<file path="config.mk">
export PLATFORM = sky130hd
export DESIGN_NAME = glyph_point_decoder
export DESIGN_NICKNAME = d
export VERILOG_FILES = /design/src/design/gpd_pkg.sv /design/src/design/gpd_flag_ram.sv /design/src/design/gpd_point_acc.sv /design/src/design/glyph_point_decoder.sv
export SDC_FILE = /design/constraint.sdc
export NUM_CORES = 2
export LEC_CHECK = 0
export BUFFER_PORTS_ARGS = -buffer_cell sky130_fd_sc_hd__buf_2
export CAP_MARGIN = 20
export CORE_MARGIN = 2
export CORE_UTILIZATION = 42
export DETAILED_ROUTE_END_ITERATION = 7
export SYNTH_ARGS = -nofsm -noshare
export SYNTH_HDL_FRONTEND = slang
export SYNTH_SLANG_ARGS = --single-unit
</file>
<file path="constraint.sdc">
create_clock -name clock -period 12.9 [get_ports clock]
set_clock_uncertainty 0.1 [all_clocks]
set_input_delay 1.29 -clock clock [delete_from_list [all_inputs] [get_ports clock]]
set_output_delay 1.29 -clock clock [all_outputs]
set_load 0.01 [all_outputs]
</file>
<file path="src/design/gpd_pkg.sv">
// ----------------------------------------------------------------------------
// gpd_pkg
// Types, codes, widths and the axis delta decode shared by the decoder.
// ----------------------------------------------------------------------------
`default_nettype none

package gpd_pkg;

   // flag store capacity and derived widths
   localparam int MAX_POINTS = 1024;
   localparam int CNT_W      = $clog2(MAX_POINTS + 1);
   localparam int ADDR_W     = $clog2(MAX_POINTS);
   localparam int FLAG_W     = 4;

   // field widths
   localparam int ACT_W  = 2;
   localparam int PC_W   = 11;
   localparam int BYTE_W = 8;
   localparam int POS_W  = 32;
   localparam int USED_W = 2;
   localparam int STS_W  = 2;
   localparam int RPT_W  = 8;

   // request tdata layout, lowest bit first
   localparam int PC_LSB       = 0;
   localparam int DB_LSB       = PC_LSB + PC_W;
   localparam int XB1_LSB      = DB_LSB + BYTE_W;
   localparam int XB2_LSB      = XB1_LSB + BYTE_W;
   localparam int YB1_LSB      = XB2_LSB + BYTE_W;
   localparam int YB2_LSB      = YB1_LSB + BYTE_W;
   localparam int REQ_USED_W   = YB2_LSB + BYTE_W;
   localparam int REQ_DATA_W   = ((REQ_USED_W + 7) / 8) * 8;

   // response tdata layout, lowest bit first
   localparam int XPOS_LSB     = 0;
   localparam int YPOS_LSB     = XPOS_LSB + POS_W;
   localparam int XUSED_LSB    = YPOS_LSB + POS_W;
   localparam int YUSED_LSB    = XUSED_LSB + USED_W;
   localparam int RSP_USED_W   = YUSED_LSB + USED_W;
   localparam int RSP_DATA_W   = ((RSP_USED_W + 7) / 8) * 8;
   localparam int RSP_PAD_W    = RSP_DATA_W - RSP_USED_W;

   // stored flag bits
   localparam int FL_XSHORT = 0;
   localparam int FL_YSHORT = 1;
   localparam int FL_XSAME  = 2;
   localparam int FL_YSAME  = 3;

   // flag byte bit that starts a repeat run
   localparam int FB_REPEAT = 3;

   typedef enum logic [ACT_W-1:0] {
      ACT_START = 2'd0,
      ACT_FLAG  = 2'd1,
      ACT_STEP  = 2'd2
   } gpd_action_type;

   typedef enum logic [STS_W-1:0] {
      STS_POINT_OK    = 2'd0,
      STS_FLAGS_SHORT = 2'd1,
      STS_NO_POINTS   = 2'd2
   } gpd_status_type;

   typedef enum logic [1:0] {
      SEQ_IDLE,
      SEQ_REPEAT,
      SEQ_DECODE
   } gpd_state_type;

   typedef struct packed {
      logic [POS_W-1:0]  delta;
      logic [USED_W-1:0] used;
   } gpd_delta_type;

   // control from the sequencer to the point accumulator
   typedef struct packed {
      logic              clear;
      logic              load;
      gpd_status_type    status;
      logic              last;
      logic [BYTE_W-1:0] x_first;
      logic [BYTE_W-1:0] x_second;
      logic [BYTE_W-1:0] y_first;
      logic [BYTE_W-1:0] y_second;
   } gpd_step_type;

   // one axis: short delta with sign from the same bit, zero, or int16
   function automatic gpd_delta_type axis_delta(
      input logic              is_short,
      input logic              is_same,
      input logic [BYTE_W-1:0] b1,
      input logic [BYTE_W-1:0] b2
   );
      gpd_delta_type r;
      if (is_short) begin
         r.used  = USED_W'(1);
         r.delta = is_same ? POS_W'(b1) : (POS_W'(0) - POS_W'(b1));
      end else if (is_same) begin
         r.used  = USED_W'(0);
         r.delta = '0;
      end else begin
         r.used  = USED_W'(2);
         r.delta = POS_W'($signed({b1, b2}));
      end
      return r;
   endfunction

endpackage

`default_nettype wire

</file>
<file path="src/design/gpd_flag_ram.sv">
// ----------------------------------------------------------------------------
// gpd_flag_ram
// Simple dual-port RAM, one write and one registered read per cycle.
// ----------------------------------------------------------------------------
`default_nettype none

module gpd_flag_ram #(
   parameter int DEPTH = 1024,
   parameter int WIDTH = 4
) (
   input  wire logic                     clock,
   input  wire logic                     wr_en,
   input  wire logic [$clog2(DEPTH)-1:0] wr_addr,
   input  wire logic [WIDTH-1:0]         wr_data,
   input  wire logic                     rd_en,
   input  wire logic [$clog2(DEPTH)-1:0] rd_addr,
   output      logic [WIDTH-1:0]         rd_data
);

   logic [WIDTH-1:0] mem [DEPTH];
   logic [WIDTH-1:0] rd_data_ff;

   // write port
   always_ff @(posedge clock) begin
      if (wr_en) begin
         mem[wr_addr] <= wr_data;
      end
   end

   // registered read port
   always_ff @(posedge clock) begin
      if (rd_en) begin
         rd_data_ff <= mem[rd_addr];
      end
   end

   assign rd_data = rd_data_ff;

endmodule

`default_nettype wire

</file>
<file path="src/design/gpd_point_acc.sv">
// ----------------------------------------------------------------------------
// gpd_point_acc
// Decodes x and y deltas, keeps the running sums and holds the result.
// ----------------------------------------------------------------------------
`default_nettype none

module gpd_point_acc (
   input  wire logic                            clock,
   input  wire logic                            reset,
   input  wire gpd_pkg::gpd_step_type           step,
   input  wire logic [gpd_pkg::FLAG_W-1:0]      flag,
   output      logic                            out_free,
   output      logic                            rsp_tvalid,
   input  wire logic                            rsp_tready,
   output      logic [gpd_pkg::RSP_DATA_W-1:0]  rsp_tdata,
   output      logic                            rsp_tlast,
   output      logic [gpd_pkg::STS_W-1:0]       rsp_tuser
);

   import gpd_pkg::*;

   gpd_delta_type              x_delta;
   gpd_delta_type              y_delta;
   logic [POS_W-1:0]           x_sum_ff;
   logic [POS_W-1:0]           y_sum_ff;
   logic [POS_W-1:0]           x_sum_in;
   logic [POS_W-1:0]           y_sum_in;
   logic                       point_ok;
   logic                       rsp_valid_ff;
   logic [RSP_DATA_W-1:0]      rsp_data_ff;
   logic                       rsp_last_ff;
   logic [STS_W-1:0]           rsp_user_ff;

   // per-axis delta decode from the stored flag
   assign x_delta  = axis_delta(flag[FL_XSHORT], flag[FL_XSAME], step.x_first, step.x_second);
   assign y_delta  = axis_delta(flag[FL_YSHORT], flag[FL_YSAME], step.y_first, step.y_second);
   assign x_sum_in = x_sum_ff + x_delta.delta;
   assign y_sum_in = y_sum_ff + y_delta.delta;
   assign point_ok = (step.status == STS_POINT_OK);

   // output slot is free when empty or being drained this cycle
   assign out_free = !rsp_valid_ff || rsp_tready;

   // running sums, cleared by a start item
   always_ff @(posedge clock) begin
      if (reset) begin
         x_sum_ff <= '0;
         y_sum_ff <= '0;
      end else if (step.clear) begin
         x_sum_ff <= '0;
         y_sum_ff <= '0;
      end else if (step.load && point_ok) begin
         x_sum_ff <= x_sum_in;
         y_sum_ff <= y_sum_in;
      end
   end

   // result valid flag
   always_ff @(posedge clock) begin
      if (reset) begin
         rsp_valid_ff <= 1'b0;
      end else if (step.load) begin
         rsp_valid_ff <= 1'b1;
      end else if (rsp_tready) begin
         rsp_valid_ff <= 1'b0;
      end
   end

   // result payload, zero fields unless the point decoded
   always_ff @(posedge clock) begin
      if (step.load) begin
         if (point_ok) begin
            rsp_data_ff <= {{RSP_PAD_W{1'b0}}, y_delta.used, x_delta.used, y_sum_in, x_sum_in};
         end else begin
            rsp_data_ff <= '0;
         end
         rsp_last_ff <= point_ok && step.last;
         rsp_user_ff <= step.status;
      end
   end

   assign rsp_tvalid = rsp_valid_ff;
   assign rsp_tdata  = rsp_data_ff;
   assign rsp_tlast  = rsp_last_ff;
   assign rsp_tuser  = rsp_user_ff;

endmodule

`default_nettype wire

</file>
<file path="src/design/glyph_point_decoder.sv">
// ----------------------------------------------------------------------------
// glyph_point_decoder
// Simple glyph point decoder: flag run expansion into a flag store and
// delta decoding of x and y coordinates into running positions.
// ----------------------------------------------------------------------------
//
//   channel  direction  tdata                          tuser     tlast
//   req_     in         point_count, data_byte, x/y    action    -
//                       stream bytes (two per axis)
//   rsp_     out        x_pos, y_pos, x_used, y_used   status    last_point
//
// A start item and a plain flag byte leave the sequencer idle.
// A repeat count byte of n writes the run of n held flags into the flag store
// one entry per cycle; a run cut short by the point count ends once the store
// is full up to the point count.
// A step item passes through the flag store's registered read, then the delta
// decode and sum update into the output register.
// Reset (synchronous) clears the counters, sums and the result valid flag; the
// flag store has no clearing pass. A stalled result holds the step sequencer.
// ----------------------------------------------------------------------------
`default_nettype none

module glyph_point_decoder (
   input  wire logic                            clock,
   input  wire logic                            reset,
   // point_count[10:0], data_byte, x_byte_first, x_byte_second,
   // y_byte_first, y_byte_second, zero fill
   input  wire logic [gpd_pkg::REQ_DATA_W-1:0]  req_tdata,
   // action
   input  wire logic [gpd_pkg::ACT_W-1:0]       req_tuser,
   input  wire logic                            req_tvalid,
   output      logic                            req_tready,
   // x_pos[31:0], y_pos[31:0], x_used[1:0], y_used[1:0], zero fill
   output      logic [gpd_pkg::RSP_DATA_W-1:0]  rsp_tdata,
   // status
   output      logic [gpd_pkg::STS_W-1:0]       rsp_tuser,
   output      logic                            rsp_tlast,
   output      logic                            rsp_tvalid,
   input  wire logic                            rsp_tready
);

   import gpd_pkg::*;

   gpd_state_type       state_ff, state_in;
   logic [CNT_W-1:0]    total_ff, total_in;
   logic [CNT_W-1:0]    filled_ff, filled_in;
   logic [CNT_W-1:0]    next_ff, next_in;
   logic                pending_ff, pending_in;
   logic [FLAG_W-1:0]   held_ff, held_in;
   logic [RPT_W-1:0]    rem_ff, rem_in;
   gpd_status_type      status_ff, status_in;
   logic                last_ff, last_in;
   logic [BYTE_W-1:0]   xb1_ff, xb2_ff, yb1_ff, yb2_ff;

   logic                accept;
   logic [PC_W-1:0]     point_count;
   logic [BYTE_W-1:0]   data_byte;
   logic [FLAG_W-1:0]   new_flag;
   logic                room;
   logic [CNT_W-1:0]    next_inc;
   logic                wr_en;
   logic [FLAG_W-1:0]   wr_data;
   logic                rd_en;
   logic [FLAG_W-1:0]   rd_flag;
   logic                out_free;
   gpd_step_type        step;

   // request fields
   assign point_count = req_tdata[PC_LSB +: PC_W];
   assign data_byte   = req_tdata[DB_LSB +: BYTE_W];
   assign new_flag    = {data_byte[5:4], data_byte[2:1]};

   assign req_tready = (state_ff == SEQ_IDLE);
   assign accept     = req_tvalid && req_tready;
   assign room       = (filled_ff < total_ff);
   assign next_inc   = next_ff + CNT_W'(1);

   // sequencer: next state, counters and store accesses
   always_comb begin
      state_in      = state_ff;
      total_in      = total_ff;
      filled_in     = filled_ff;
      next_in       = next_ff;
      pending_in    = pending_ff;
      held_in       = held_ff;
      rem_in        = rem_ff;
      status_in     = status_ff;
      last_in       = last_ff;
      wr_en         = 1'b0;
      wr_data       = held_ff;
      rd_en         = 1'b0;
      step.clear    = 1'b0;
      step.load     = 1'b0;
      step.status   = status_ff;
      step.last     = last_ff;
      step.x_first  = xb1_ff;
      step.x_second = xb2_ff;
      step.y_first  = yb1_ff;
      step.y_second = yb2_ff;
      unique case (state_ff)
         SEQ_IDLE: begin
            if (accept) begin
               unique case (req_tuser)
                  ACT_START: begin
                     if (32'(point_count) > 32'(MAX_POINTS)) begin
                        total_in = CNT_W'(MAX_POINTS);
                     end else begin
                        total_in = CNT_W'(point_count);
                     end
                     filled_in  = '0;
                     pending_in = 1'b0;
                     held_in    = '0;
                     next_in    = '0;
                     step.clear = 1'b1;
                  end
                  ACT_FLAG: begin
                     if (pending_ff) begin
                        // repeat count byte
                        pending_in = 1'b0;
                        if (data_byte != '0) begin
                           rem_in   = data_byte;
                           state_in = SEQ_REPEAT;
                        end
                     end else begin
                        if (room) begin
                           wr_en     = 1'b1;
                           wr_data   = new_flag;
                           filled_in = filled_ff + CNT_W'(1);
                        end
                        if (data_byte[FB_REPEAT]) begin
                           held_in    = new_flag;
                           pending_in = 1'b1;
                        end
                     end
                  end
                  ACT_STEP: begin
                     rd_en = 1'b1;
                     if (next_ff >= total_ff) begin
                        status_in = STS_NO_POINTS;
                     end else if (next_ff >= filled_ff) begin
                        status_in = STS_FLAGS_SHORT;
                     end else begin
                        status_in = STS_POINT_OK;
                     end
                     last_in  = (next_inc == total_ff);
                     state_in = SEQ_DECODE;
                  end
                  default: begin
                  end
               endcase
            end
         end
         SEQ_REPEAT: begin
            // one copy of the held flag per cycle
            if (room) begin
               wr_en     = 1'b1;
               filled_in = filled_ff + CNT_W'(1);
            end
            rem_in = rem_ff - RPT_W'(1);
            if (rem_ff == RPT_W'(1) || !room) begin
               state_in = SEQ_IDLE;
            end
         end
         SEQ_DECODE: begin
            if (out_free) begin
               step.load = 1'b1;
               if (status_ff == STS_POINT_OK) begin
                  next_in = next_inc;
               end
               state_in = SEQ_IDLE;
            end
         end
         default: begin
            state_in = SEQ_IDLE;
         end
      endcase
   end

   // control registers
   always_ff @(posedge clock) begin
      if (reset) begin
         state_ff   <= SEQ_IDLE;
         total_ff   <= '0;
         filled_ff  <= '0;
         next_ff    <= '0;
         pending_ff <= 1'b0;
         held_ff    <= '0;
         rem_ff     <= '0;
      end else begin
         state_ff   <= state_in;
         total_ff   <= total_in;
         filled_ff  <= filled_in;
         next_ff    <= next_in;
         pending_ff <= pending_in;
         held_ff    <= held_in;
         rem_ff     <= rem_in;
      end
   end

   // step payload captured at the transfer
   always_ff @(posedge clock) begin
      status_ff <= status_in;
      last_ff   <= last_in;
      if (rd_en) begin
         xb1_ff <= req_tdata[XB1_LSB +: BYTE_W];
         xb2_ff <= req_tdata[XB2_LSB +: BYTE_W];
         yb1_ff <= req_tdata[YB1_LSB +: BYTE_W];
         yb2_ff <= req_tdata[YB2_LSB +: BYTE_W];
      end
   end

   // flag store
   gpd_flag_ram #(
      .DEPTH (MAX_POINTS),
      .WIDTH (FLAG_W)
   ) u_flag_ram (
      .clock   (clock),
      .wr_en   (wr_en),
      .wr_addr (filled_ff[ADDR_W-1:0]),
      .wr_data (wr_data),
      .rd_en   (rd_en),
      .rd_addr (next_ff[ADDR_W-1:0]),
      .rd_data (rd_flag)
   );

   // delta decode, sums and result register
   gpd_point_acc u_point_acc (
      .clock      (clock),
      .reset      (reset),
      .step       (step),
      .flag       (rd_flag),
      .out_free   (out_free),
      .rsp_tvalid (rsp_tvalid),
      .rsp_tready (rsp_tready),
      .rsp_tdata  (rsp_tdata),
      .rsp_tlast  (rsp_tlast),
      .rsp_tuser  (rsp_tuser)
   );

endmodule

`default_nettype wire

</file>
# After elaboration in Yosys (flattened, before gate mapping)
# Memory sizes are Yosys's and may differ from the RTL's. A register that Yosys moved wholly into a read port is not among the register bits.
# Cells that the tools add are included.
[word_totals]
reg_bits = 223
latchBits = 0
ram_bits = 4096
romBits = 0
input_bits = 62
output_inout_bits = 77
elab_cells = 140
n_memories = 1
[op_classes]
addsub = 7
n_mul = 0
div_mod_pow = 0
n_lt_le_gt_ge = 4
eq_ne = 21
shift = 0
n_mux = 58
n_bitwise = 1
n_reduce_logical = 26
[mem_list]
columns = ["name", "words", "word_bits", "rd", "rd_ports_with_merged_regs", "wr", "line", "rtl"]
rows = [
  ["u_flag_ram.mem", 1024, 4, 1, 1, 1, "gpd_flag_ram.sv:20", "logic [WIDTH-1:0] mem [DEPTH];"],
]
[ops]
columns = ["op", "count"]
rows = [
  ["$mux 34", 4],
  ["$mux 11", 8],
  ["$pmux 11 s2", 3],
  ["$add 32x32->32", 2],
  ["$mux 32", 2],
  ["$mux 8", 4],
  ["$mux 4", 7],
  ["$add 11x1->11 const B", 2],
  ["$ge 11x11->1", 2],
  ["$mux 1", 19],
  ["$sub 1x8->9 const A", 2],
  ["$pmux 8 s2", 1],
  ["$reduce_and 5->1", 3],
  ["$ne 2x1->1 const B", 6],
  ["$eq 11x11->1", 1],
  ["$gt 11x11->1 const B", 1],
  ["$lt 11x11->1", 1],
  ["$mux 2", 5],
  ["$ne 3x3->1 const B", 3],
  ["$reduce_and 3->1", 3],
  ["$eq 8x1->1 const B", 1],
  ["$ne 2x2->1 const B", 4],
  ["$pmux 4 s2", 1],
  ["$reduce_bool 2->1", 4],
  ["other kinds (16)", 28],
]

# Logic depth before layout (Yosys ltp)
[logic_depth]
ltp_word = 8
depth_mapped = 19
ltp_nobuf = 18

# Modules after synthesis
# Synthesis repeated with hierarchy kept, for this count alone.
[unflattened]
cells_unflattened = 9840
hier_area_um2 = 175764.8
[by_module_without_submodules]
columns = ["mod", "instances", "cells_per_inst", "area_each_um2", "seq_area_each_um2"]
rows = [
  ["gpd_flag_ram", 1, 8290, 162138.0, 123118.1],
  ["gpd_point_acc", 1, 1089, 9245.1, 3433.3],
  ["glyph_point_decoder", 1, 461, 4381.7, 2011.9],
]

# Worst setup path before layout
# Ideal clock, no wire load.
[synth_timing]
path_kind = "input port to flip-flop"
from = "input port req_tvalid"
to = "memory u_flag_ram.mem[0][0] (data pin)"
arrival_time_ns = 9.031
slack_ns = 2.146
path_stages = 6
n_path_buf = 0
cell_sequence = "nand2_1 -> nor2_1 -> nand2_1 -> or2_2 -> nor2_1 -> mux2_2"
[synth_between]
elab_chain_len = 3
[synth_lines]
columns = ["item", "line", "rtl"]
rows = [
  ["start, declared", "glyph_point_decoder.sv:31", "input wire logic req_tvalid,"],
  ["$logic_and 1x1->1", "glyph_point_decoder.sv:74", "assign accept = req_tvalid && req_tready;"],
  ["$mux 4", "glyph_point_decoder.sv:102", "if (accept) begin"],
  ["$mux 4", "glyph_point_decoder.sv:100", "unique case (state_ff)"],
  ["net u_flag_ram.wr_data[0]", "gpd_flag_ram.sv:14", "input wire logic [WIDTH-1:0] wr_data,"],
  ["end, declared", "gpd_flag_ram.sv:20", ""],
]
# The timed path passes the listed nets, and every way through them passes these cells.

==> run summary <==
crit path cell chain - buf_4, buf_12, mux4_2, mux4_2, o211a_1, a2111oi_0, buf_4, nor3_1, buf_4, o32ai_1, a31oi_1
Internal Power - 22.7 mW
switching share of power - 0.201
remaining global-route overflow - 0
Critical Path AT - 6730 ps
DR pass1 iterations - 6
vias in the first global route - 91200
Port Buf Inserts - 129
WP data required - 13420 ps
DRC Markers - 0
count of final hold-check violations - 0
FFs w/ async S/R, synth - 0
final non-filler cell total - 15200
yosys warns - 0
die area - 0.420 mm²
Cell Pwr Density - 145 mW/mm²
crit path time final - 6200 ps
first-pass GRT wire length - 680000 µm
Final setup viols - 0
critical path type - reg2reg
P_sw - 5.71 mW
pin count of the biggest net entering global routing - 250
fraction of layout cells with a size suffix above 1 - 0.227
CP max stage delay - 780 ps
Worst-Margin Slew - 1410 ps
Hold Path Origin - u_point_acc.y_sum_ff[19]$_SDFFE_PP0P_
initial antenna violation count - 36
FF-to-FF End - u_flag_ram.rd_data[0]$_DFFE_PP_
Final nets - 9496
CTS buffer count - 439
largest fanout on the critical path - 74
RSZ-0062 raised after global routing - no
Reg clk slew, reported paths - 60 ps
Tcrit/Tclk final - 0.481
Critical Path Source - next_ff[0]$_SDFFE_PP0P_
H-tree Lvls - 5
Slew headroom - 0.0471
setup ws final - 6700 ps
Worst Reg-to-Reg Cells - 11
slowest CP cell - a2111oi_0
Total Negative Setup Slacks - 0 ps
Inst Count DP - 14400
TritonCTS clock tree - built
setup slack at placement - 6810 ps
Longest Clk Path Bufs - 4
Syn Area/Cell - 19.0 µm²
Mapped Area - 0.174 mm²
worst reg-to-reg setup slack - 6700 ps
Routed Antenna Nets - 0
Reg power frac - 0.540
max-slew violation count - 0
clk root buf - clkbuf_16
die height - 648 µm
Layout area overhead - 12.5%
Pleak - 57.2 nW
synthesized flop and latch total - 4319
Critical Path Source Type - flip-flop
Post-synth EDFFs - 4206
row count - 236
total number of vias - 91500
Final Wtd Congestion - 0.843
Global Route Usage Sum - 0.226
Initial Util - 0.422
hold path depth - 2
worst vdd ir - 0.132 mV
Iteration-0 DRC Markers - 12500
worst hold path type - reg2reg
I/O pin total - 139
post-synthesis sequential area ratio - 0.739
CTS resizes - 0
Tot Pwr - 28.4 mW
Fmax - 0.161 GHz
logic gate share of total power - 0.013
crit end category - flip-flop
Post-CTS Setup Bufs - 0
outcome - completed
most frequent CP cell - buf_4
Routed WL - 482000 µm
Detailed Place HPWL - 280000 µm
Yosys cell types - 81
Synth Flop Type - edfxtp_1
Placeable Area - 0.413 mm²
clk_lat worst skew - 1010 ps
vias per inst - 6.02
Avg WL per Cell - 31.7 µm
DIE WIDTH - 648 µm
gate count after technology mapping - 9140
Hold EP - u_point_acc.y_sum_ff[19]$_SDFFE_PP0P_
Post-CTS Hold Buffers - 0
Clock Power Share - 0.447
Max Cap Viol - 0
Clock Sink Count - 4319
reg2reg start - next_ff[0]$_SDFFE_PP0P_
synth_stat cells, drive strengths merged (66+ instances only):
cell type  instances  area [µm²]
mux4            1106       24900
o21ai            141         706
nand2            259         975
nor2            1281        4810
a21o              66         495
edfxtp          4206      126000
clkbuf           353        1330
a21oi            237        1190
ha               103        1290
buf              251        1690
mux2i            256        2560
dfxtp            113        2260
sequential cells by signal, indices dropped and copies added, names as in the netlist:
| signal | cells |
|---|---|
| u_point_acc.rsp_tlast | 1 |
| next_ff | 11 |
| rem_ff | 8 |
| status_ff | 2 |
| held_ff | 4 |
| total_ff | 11 |
| filled_ff | 11 |
| pending_ff | 1 |
| yb1_ff | 8 |
| xb2_ff | 8 |
| u_point_acc.y_sum_ff | 32 |
| u_point_acc.rsp_tvalid | 1 |
| xb1_ff | 8 |
| u_point_acc.rsp_tdata | 68 |
| u_flag_ram.rd_data | 4 |
| last_ff | 1 |
| u_point_acc.x_sum_ff | 32 |
| state_ff | 2 |
| u_point_acc.rsp_tuser | 2 |
| u_flag_ram.mem | 4096 |
| yb2_ff | 8 |
cell families (layout without fill, tap and decap cells):
| logic type | Yosys count | count (layout) | share of synthesized area |
|---|---|---|---|
| compound gates | 804 | 804 | 0.0305 |
| simple gates | 1803 | 1803 | 0.0423 |
| flops | 4319 | 4319 | 0.739 |
| buf+inv | 665 | 1224 | 0.0187 |
| mux | 1367 | 1367 | 0.158 |
| xor+xnor | 76 | 76 | 0.00398 |
| fa+ha+maj | 105 | 105 | 0.00764 |
| other cells | 1 | 21 | 0.0000215 |
worst max path at each step:
stage	endpoint	slack, ps	cells past startpoint
after global routing	u_flag_ram.rd_data[0]$_DFFE_PP_	6590	11
after global placement	u_flag_ram.rd_data[2]$_DFFE_PP_	6770	11
after CTS	u_flag_ram.rd_data[2]$_DFFE_PP_	6790	11
after detailed placement	u_flag_ram.rd_data[2]$_DFFE_PP_	6810	11
after floorplan	u_flag_ram.mem[0][0]$_DFFE_PP_	2150	6
final	u_flag_ram.rd_data[0]$_DFFE_PP_	6700	11
per-stage QoR:
| step | cell area [µm²] | utilization | hold slack (ps) |
|---|---|---|---|
| after floorplan | 174000 | - | 334 |
| after global placement | 181000 | 0.438 | 349 |
| after detailed placement | 181000 | 0.439 | 353 |
| after CTS | 195000 | 0.474 | 307 |
| after global routing | 196000 | 0.474 | 333 |
| final | 196000 | 0.474 | 360 |
layout by cell type, fill, tap and decap left out, drive strengths merged, types with 17 or more instances in the layout:
cell / count
o21ai: 141
dfxtp: 113
a21o: 66
a21oi: 237
xnor2: 45
a22oi: 34
buf: 349
nor2: 1281
nor2b: 25
ha: 103
diode: 17
a31oi: 24
inv: 72
xor2: 29
and3: 22
mux2i: 256
clkinvlp: 23
o22ai: 23
nand2: 259
bufinv: 50
clkbuf: 515
nand3: 61
and2: 36
nand2b: 19
a221oi: 60
a211oi: 34
mux4: 1106
clkinv: 215
o211ai: 32
nor3: 40
edfxtp: 4206
o221ai: 42
power groups by stage:
stage                     Sequential (mW)  Combinational [mW]  Clock [mW]
after detailed placement             15.6               0.372           0
after global routing                 15.3               0.403        13.4
after global placement               15.6               0.357           0
final                                15.3               0.373        12.7
after CTS                            15.3               0.373        12.9
after floorplan                      15.7               0.209           0
cell type report:
type / instances / area [µm²]
well taps: 5474 / 6850
flip-flops and latches: 4319 / 129000
repair buffers: 349 / 2870
clock buffers: 515 / 11300
multi-input cells: 4159 / 42800
fillers: 33900 / 217000
inverters: 61 / 244
diodes: 17 / 42.5
clock inverters: 299 / 2990
critical path: cells and delay by family, from the launching register on:
family	cells	cell delay, ps
buffers and inverters	4	1660
DFF	1	760
AOI/OAI and AO/OA	4	1950
and+or+nand+nor	1	60
muxes	2	1130
routing by layer:
| layer | wire (µm) | vias to the layer above | part of all wire | global-route usage |
|---|---|---|---|---|
| li1 | - | 37300 | - | - |
| met4 | 14400 | 4 | 0.030 | 0.0643 |
| met2 | 231000 | 4946 | 0.48 | 0.367 |
| met3 | 47500 | 721 | 0.098 | 0.0439 |
| met5 | 18 | - | 0.000037 | 0 |
| met1 | 189000 | 48400 | 0.39 | 0.313 |
No activity file was read; power rests on OpenSTA's default activity.
